### src/hdl/ffbu_pkg.sv
// ----------------------------------------------------------------------------
// ffbu_pkg
// Shared constants and types for the flag-framed byte unstuffer. It holds the
// framing bytes, the derived counter widths, the status codes and the result
// word that passes from the deframer to the top level.
// ----------------------------------------------------------------------------
`default_nettype none

package ffbu_pkg;

  // Number of frame slots and the largest decoded payload per frame.
  localparam int SLOT_COUNT  = 16;
  localparam int FRAME_BYTES = 32;

  // Internal widths follow from the sizing above.
  localparam int SLOT_W = (SLOT_COUNT > 1) ? $clog2(SLOT_COUNT) : 1;
  localparam int DCNT_W = $clog2(FRAME_BYTES + 1);

  // Port field widths are fixed by the interface.
  localparam int BYTE_W   = 8;
  localparam int SLOTF_W  = 4;
  localparam int LENF_W   = 6;
  localparam int STATUS_W = 2;

  // Framing bytes.
  localparam logic [BYTE_W-1:0] FLAG_BYTE = 8'h7E;
  localparam logic [BYTE_W-1:0] ESC_BYTE  = 8'h7D;
  localparam logic [BYTE_W-1:0] ESC_XOR   = 8'h20;

  // End-of-frame status codes.
  typedef enum logic [STATUS_W-1:0] {
    ST_OK         = 2'd0,
    ST_OVERFLOW   = 2'd1,
    ST_ESC_ABORT  = 2'd2
  } ffbu_status_t;

  // One result word from the deframer.
  typedef struct packed {
    logic                emit;
    logic [BYTE_W-1:0]   data_byte;
    logic                frame_end;
    logic [SLOTF_W-1:0]  slot;
    logic [LENF_W-1:0]   frame_length;
    ffbu_status_t        status;
  } ffbu_result_t;

endpackage

`default_nettype wire

### src/hdl/ffbu_deframer.sv
// ----------------------------------------------------------------------------
// ffbu_deframer
// Frame state and per-word decode. When step is high the word on rx_byte is
// consumed: the frame state updates at the clock edge and the result word
// describes the payload byte or end-of-frame item it produces, if any.
// ----------------------------------------------------------------------------
`default_nettype none

module ffbu_deframer (
  input  wire logic                        clk,
  input  wire logic                        rst_n,
  input  wire logic                        step,
  input  wire logic [ffbu_pkg::BYTE_W-1:0] rx_byte,
  output ffbu_pkg::ffbu_result_t           result
);
  import ffbu_pkg::*;

  // Frame state.
  logic              in_frame_r, in_frame_nxt;
  logic              esc_r, esc_nxt;
  logic              got_byte_r, got_byte_nxt;
  logic [DCNT_W-1:0] dcount_r, dcount_nxt;
  logic [SLOT_W-1:0] slot_r, slot_nxt;

  logic              is_flag;
  logic              is_esc;
  logic [SLOT_W-1:0] slot_inc;

  assign is_flag  = (rx_byte == FLAG_BYTE);
  assign is_esc   = (rx_byte == ESC_BYTE);
  assign slot_inc = (slot_r == SLOT_W'(SLOT_COUNT - 1)) ? '0 : slot_r + 1'b1;

  // Decode one word and work out the next frame state.
  always_comb begin
    in_frame_nxt = in_frame_r;
    esc_nxt      = esc_r;
    got_byte_nxt = got_byte_r;
    dcount_nxt   = dcount_r;
    slot_nxt     = slot_r;

    result              = '0;
    result.slot         = SLOTF_W'(slot_r);
    result.frame_length = LENF_W'(dcount_r);
    result.status       = ST_OK;

    if (step) begin
      if (!in_frame_r) begin
        // Hunting: only a flag opens a frame.
        if (is_flag) begin
          in_frame_nxt = 1'b1;
          esc_nxt      = 1'b0;
          got_byte_nxt = 1'b0;
          dcount_nxt   = '0;
        end
      end else if (is_flag) begin
        if (esc_r) begin
          // An escape followed by a flag aborts the frame.
          result.emit      = 1'b1;
          result.frame_end = 1'b1;
          result.status    = ST_ESC_ABORT;
          in_frame_nxt     = 1'b0;
          esc_nxt          = 1'b0;
          got_byte_nxt     = 1'b0;
          dcount_nxt       = '0;
        end else if (got_byte_r) begin
          // Closing flag ends the frame and moves to the next slot.
          result.emit      = 1'b1;
          result.frame_end = 1'b1;
          in_frame_nxt     = 1'b0;
          esc_nxt          = 1'b0;
          got_byte_nxt     = 1'b0;
          dcount_nxt       = '0;
          slot_nxt         = slot_inc;
        end
      end else begin
        got_byte_nxt = 1'b1;
        if (is_esc && !esc_r) begin
          esc_nxt = 1'b1;
        end else if (dcount_r >= DCNT_W'(FRAME_BYTES)) begin
          // Buffer is full: drop the byte and abort the frame.
          result.emit      = 1'b1;
          result.frame_end = 1'b1;
          result.status    = ST_OVERFLOW;
          in_frame_nxt     = 1'b0;
          esc_nxt          = 1'b0;
          got_byte_nxt     = 1'b0;
          dcount_nxt       = '0;
        end else begin
          // Ordinary payload byte, unescaped when needed.
          result.emit         = 1'b1;
          result.data_byte    = esc_r ? (rx_byte ^ ESC_XOR) : rx_byte;
          result.frame_length = '0;
          esc_nxt             = 1'b0;
          dcount_nxt          = dcount_r + 1'b1;
        end
      end
    end
  end

  // State registers.
  always_ff @(posedge clk) begin
    if (!rst_n) begin
      in_frame_r <= 1'b0;
      esc_r      <= 1'b0;
      got_byte_r <= 1'b0;
      dcount_r   <= '0;
      slot_r     <= '0;
    end else begin
      in_frame_r <= in_frame_nxt;
      esc_r      <= esc_nxt;
      got_byte_r <= got_byte_nxt;
      dcount_r   <= dcount_nxt;
      slot_r     <= slot_nxt;
    end
  end

endmodule

`default_nettype wire

### src/hdl/flag_framed_byte_unstuffer_core.sv
// ----------------------------------------------------------------------------
// flag_framed_byte_unstuffer_core
// HDLC-like deframer: removes flag framing and byte stuffing from a stream of
// received bytes and reports payload bytes and end-of-frame items per slot.
//
//   Channel | Ports                                         | Direction
//   --------+-----------------------------------------------+----------
//   in      | in_valid, in_ready, in_rx_byte                | sink
//   out     | out_valid, out_ready, out_data_byte,          | source
//           | out_frame_end, out_slot, out_frame_length,    |
//           | out_status                                    |
//
// One word is accepted per cycle unless an output stall backs up into the
// input register. A word passes through an input register, is decoded when
// it moves on, and its result, if it has one, lands in the output register.
// Reset (rst_n, synchronous) clears the frame state, the slot and both valid
// bits. A stall on the output holds the input register and drops in_ready
// only once it holds a word as well.
// ----------------------------------------------------------------------------
`default_nettype none

module flag_framed_byte_unstuffer_core (
  input  wire logic                          clk,
  input  wire logic                          rst_n,
  input  wire logic                          in_valid,
  output logic                               in_ready,
  input  wire logic [ffbu_pkg::BYTE_W-1:0]   in_rx_byte,
  output logic                               out_valid,
  input  wire logic                          out_ready,
  output logic [ffbu_pkg::BYTE_W-1:0]        out_data_byte,
  output logic                               out_frame_end,
  output logic [ffbu_pkg::SLOTF_W-1:0]       out_slot,
  output logic [ffbu_pkg::LENF_W-1:0]        out_frame_length,
  output logic [ffbu_pkg::STATUS_W-1:0]      out_status
);
  import ffbu_pkg::*;

  logic              in_vld_r;
  logic [BYTE_W-1:0] in_byte_r;
  logic              out_vld_r;
  ffbu_result_t      res_r;
  ffbu_result_t      dec_res;
  logic              advance;

  // The held word moves on when the output register can take a result.
  assign advance  = in_vld_r && (!out_vld_r || out_ready);
  assign in_ready = !in_vld_r || advance;

  // Input register.
  always_ff @(posedge clk) begin
    if (!rst_n) begin
      in_vld_r <= 1'b0;
    end else if (in_ready) begin
      in_vld_r <= in_valid;
    end
  end

  always_ff @(posedge clk) begin
    if (in_valid && in_ready) begin
      in_byte_r <= in_rx_byte;
    end
  end

  ffbu_deframer u_deframer (
    .clk     (clk),
    .rst_n   (rst_n),
    .step    (advance),
    .rx_byte (in_byte_r),
    .result  (dec_res)
  );

  // Output register.
  always_ff @(posedge clk) begin
    if (!rst_n) begin
      out_vld_r <= 1'b0;
    end else if (advance && dec_res.emit) begin
      out_vld_r <= 1'b1;
    end else if (out_ready) begin
      out_vld_r <= 1'b0;
    end
  end

  always_ff @(posedge clk) begin
    if (advance && dec_res.emit) begin
      res_r <= dec_res;
    end
  end

  assign out_valid        = out_vld_r;
  assign out_data_byte    = res_r.data_byte;
  assign out_frame_end    = res_r.frame_end;
  assign out_slot         = res_r.slot;
  assign out_frame_length = res_r.frame_length;
  assign out_status       = res_r.status;

endmodule

`default_nettype wire

### config.mk
export PLATFORM = sky130hd
export DESIGN_NAME = flag_framed_byte_unstuffer_core
export DESIGN_NICKNAME = d
export VERILOG_FILES = /design/src/hdl/ffbu_pkg.sv /design/src/hdl/ffbu_deframer.sv /design/src/hdl/flag_framed_byte_unstuffer_core.sv
export SDC_FILE = /design/constraint.sdc
export NUM_CORES = 1
export LEC_CHECK = 0
export BUFFER_PORTS_ARGS = -buffer_cell sky130_fd_sc_hd__buf_2
export CAP_MARGIN = 25
export CORE_MARGIN = 10
export CORE_UTILIZATION = 60
export CTS_BUF_LIST = sky130_fd_sc_hd__clkbuf_4
export CTS_CLUSTER_SIZE = 10
export DETAILED_ROUTE_END_ITERATION = 8
export PLACE_DENSITY = 0.92
export SYNTH_ARGS = -nofsm -noshare
export SYNTH_HDL_FRONTEND = slang
export SYNTH_HIERARCHICAL = 1
export SYNTH_SLANG_ARGS = --single-unit
### constraint.sdc
create_clock -name clk -period 4.16 [get_ports clk]
set_input_delay 0.624 -clock clk [delete_from_list [all_inputs] [get_ports clk]]
set_output_delay 0.624 -clock clk [all_outputs]
set_load 0.02 [all_outputs]
==> flow_summary.yaml <==
run_status:
  status: "completed"
timing:
  tns_ns: 0
  finalSetupViolCount: 0
  slew_viol_final: 0
  hold_viol: 0
  timing.final.crit_share_pct: 50.9
  fmax_ghz: 0.473
  finalCriticalPeriod_ns: 2.12
  rsz0062_at_grt: "no"
  skew_ns: 0.00841
  worstMarginPinSlew_ns: 0.675
  fin_ws_ns: 2.04
  relSlewSlack_pct: 54.9
critical_path:
  cp-start-kind: "input port"
  path_max_fanout: 13
  endpoint_kind: "flop"
  arrival_ns: 2.25
  timing_worst_setup_path_type: "input port to flop"
  reg2reg_slack_ns: 2.10
  path_cells: "buf_2 -> nand2b_4 -> and2_1 -> nand2_2 -> nor3_2 -> and2b_1"
  worstRegToRegCells: 5
  cpPeakStageDelay_ns: 0.55
  critPathSlowestCell: "nor3_2"
  r2r-end: "out_frame_length[2]"
  crit_required_ns: 4.30
  reg2reg_from: "out_valid"
power:
  p_leak_nw: 0.858
  p_total_uw: 705
  irDropWorstVdd_uv: 227
  powerDensity_nw_per_um2: 309
clock_tree:
  cts_buffers: 5
  clk_pin_slew_ns: 0.12
  insertion_delay_ns: 0.36
  cts_tree: "yes"
  htree_num_levels: 2
  clock-sinks: 44
  post_cts_buffers: 0
  cts_max_path_buffers: 2
  cts_root_buf: "clkbuf_4"
  holdBufCountCts: 0
  cts_resized: 0
layout:
  regArea_sq_um: 1170
  multiInputGateArea_sq_um: 805
  stdcell_area_sq_um: 2290
  filler_cell_count: 261
  finalNetCount: 221
  areaGrowthSynthToFinish_pct: 11.4
  drive_gt1_share_pct: 29.5
  final_util_pct: 69.0
  final_common_cell: "buf_2"
  final_cell_mix: "34 x buf_2, 29 x edfxtp_1, 15 x nand2_1, 15 x dfxtp_1, 14 x nor2_1"
  diodes: 0
worst_hold_path:
  min_from: "in_rx_byte[0]"
  hold_path.class: "input port to flop"
  holdPathStages: 1
  hold-path-endpoint: "in_byte_r[0]"
floorplanning:
  core-area_sq_um: 3310
  ioPinCount: 35
  rows: 21
  die_area_sq_um: 6160
  fp.dieW_um: 78.5
  dieHeight_um: 78.5
  start_util_pct: 62.0
grt:
  met1_usage_pct: 15.8
  grt_antenna_before_repair: 0
  grt_remaining_overflow: 0
  grtUsageMet2_pct: 22.6
  grt_use_total_pct: 13.9
  grt_pass1_vias: 1425
  grt_start_max_net_pins: 22
  top_usage_layer: "met2"
  grt_pass1_wl_um: 6900
  use_met3_pct: 5.58
detailed_routing:
  firstDrtPassIters: 5
  wire_per_inst_um: 16.1
  vias: 1483
  antenna_left: 0
  via_per_inst: 5.86
  routed_wl_um: 4070
  route.detailed.drc: 0
  drtIter0Drc: 154
synthesis:
  syn_avg_cell_area_sq_um: 11.9
  synth_ff_type: "edfxtp_1"
  ys_ff_latch: 44
  seq_area_frac_synth_pct: 57.1
  synth_edf_count: 29
  netlist_instances: 173
  yosys_warnings: 6
  yosysUniqueCellTypes: 51
  async_reset_ff_share_pct: 0
  synth_area_sq_um: 2050
  synth_fp_nets: 188
placed_design:
  pre_cts_ws_ns: 1.64
  place_area_sq_um: 2230
  port_buffers: 34
  hpwlAfterDp_um: 2930
  routabilityCongestion: 0.840
job:
  maxCapViolCount: 0
-- final cells by class --
| cell class | instances | share of cell area [%] |
|---|---|---|
| Tap cell | 46 | 2.52 |
| Inverter | 5 | 0.821 |
| Clock buffer | 7 | 2.30 |
| Sequential cell | 44 | 51.2 |
| Timing Repair Buffer | 35 | 7.77 |
| Clock inverter | 1 | 0.164 |
| Multi-Input combinational cell | 115 | 35.2 |
-- worst max-delay path by stage --
stage,to,depth (start not counted),startpoint,slack (ns)
after floorplan,out_data_byte[0],6,out_ready,1.64
after global placement,out_frame_length[3],6,out_ready,1.69
after detailed placement,out_frame_length[2],6,out_ready,1.64
after CTS,out_frame_length[2],6,out_ready,2.04
after global routing,out_data_byte[7],8,out_ready,1.87
final,out_frame_length[2],6,out_ready,2.04
-- cells by family after synthesis --
family / count (synthesis) / share of synthesized area [%]
AO/OA/AOI/OAI: 35 / 12.9
XOR/XNOR: 1 / 0.427
adder cells (fa/ha/maj): 3 / 1.83
buffers and inverters: 14 / 3.72
flip-flops: 44 / 57.1
multiplexers: 4 / 2.01
AND/OR/NAND/NOR: 72 / 22.0
-- worst max-delay path, delay by kind of cell --
| family | cells | cell delay (ns) |
|---|---|---|
| buffers and inverters | 1 | 0.11 |
| AND/OR/NAND/NOR | 5 | 1.51 |
-- Yosys cell counts, types with 3 or more instances --
cell	instances	area, sq um
dfxtp_1	15	300
nor2_1	14	52.6
o22ai_1	3	18.8
nor4b_1	3	26.3
inv_1	5	18.8
nand4b_1	4	35.0
and2_1	3	18.8
and2_2	4	30.0
clkbuf_1	5	18.8
and2b_1	3	22.5
nand3_1	4	20.0
ha_1	3	37.5
o21ai_0	3	15.0
a21oi_1	4	20.0
edfxtp_1	29	871
a31oi_1	6	37.5
nor3_1	4	20.0
nand2_1	15	56.3
nor4_1	3	18.8
buf_6	3	33.8
mux2i_1	3	30.0
-- power breakdown --
group	internal [mW]	total, mW	switching (mW)	leakage (nW)
logic	0.0107	0.0256	0.0149	0.401
registers	0.467	0.474	0.00647	0.423
clock network	0.0781	0.206	0.128	0.0338
-- stage by stage --
step | hold WS (ns) | instances
5_1_grt | 0.421 | 253
6_report | 0.434 | 253
3_5_place_dp | 0.486 | 245
3_3_place_gp | 0.481 | 245
2_1_floorplan | 0.447 | 173
4_1_cts | 0.425 | 253
-- metal layers --
layer	routed length, um	part of all wire (%)
met3	318	7.8
met4	59	1.5
met1	1670	41
met2	2010	50
met5	0	0
-- state kept, by name, summed over array words and instances, names as in the netlist --
signal                 count
out_slot                   4
out_frame_end              1
out_status                 2
out_valid                  1
u_deframer/esc_r           1
u_deframer/in_frame_r      1
out_data_byte              8
in_vld_r                   1
u_deframer/got_byte_r      1
out_frame_length           6
u_deframer/dcount_r        6
in_byte_r                  8
u_deframer/slot_r          4
Power figures use the tool's default switching activity.
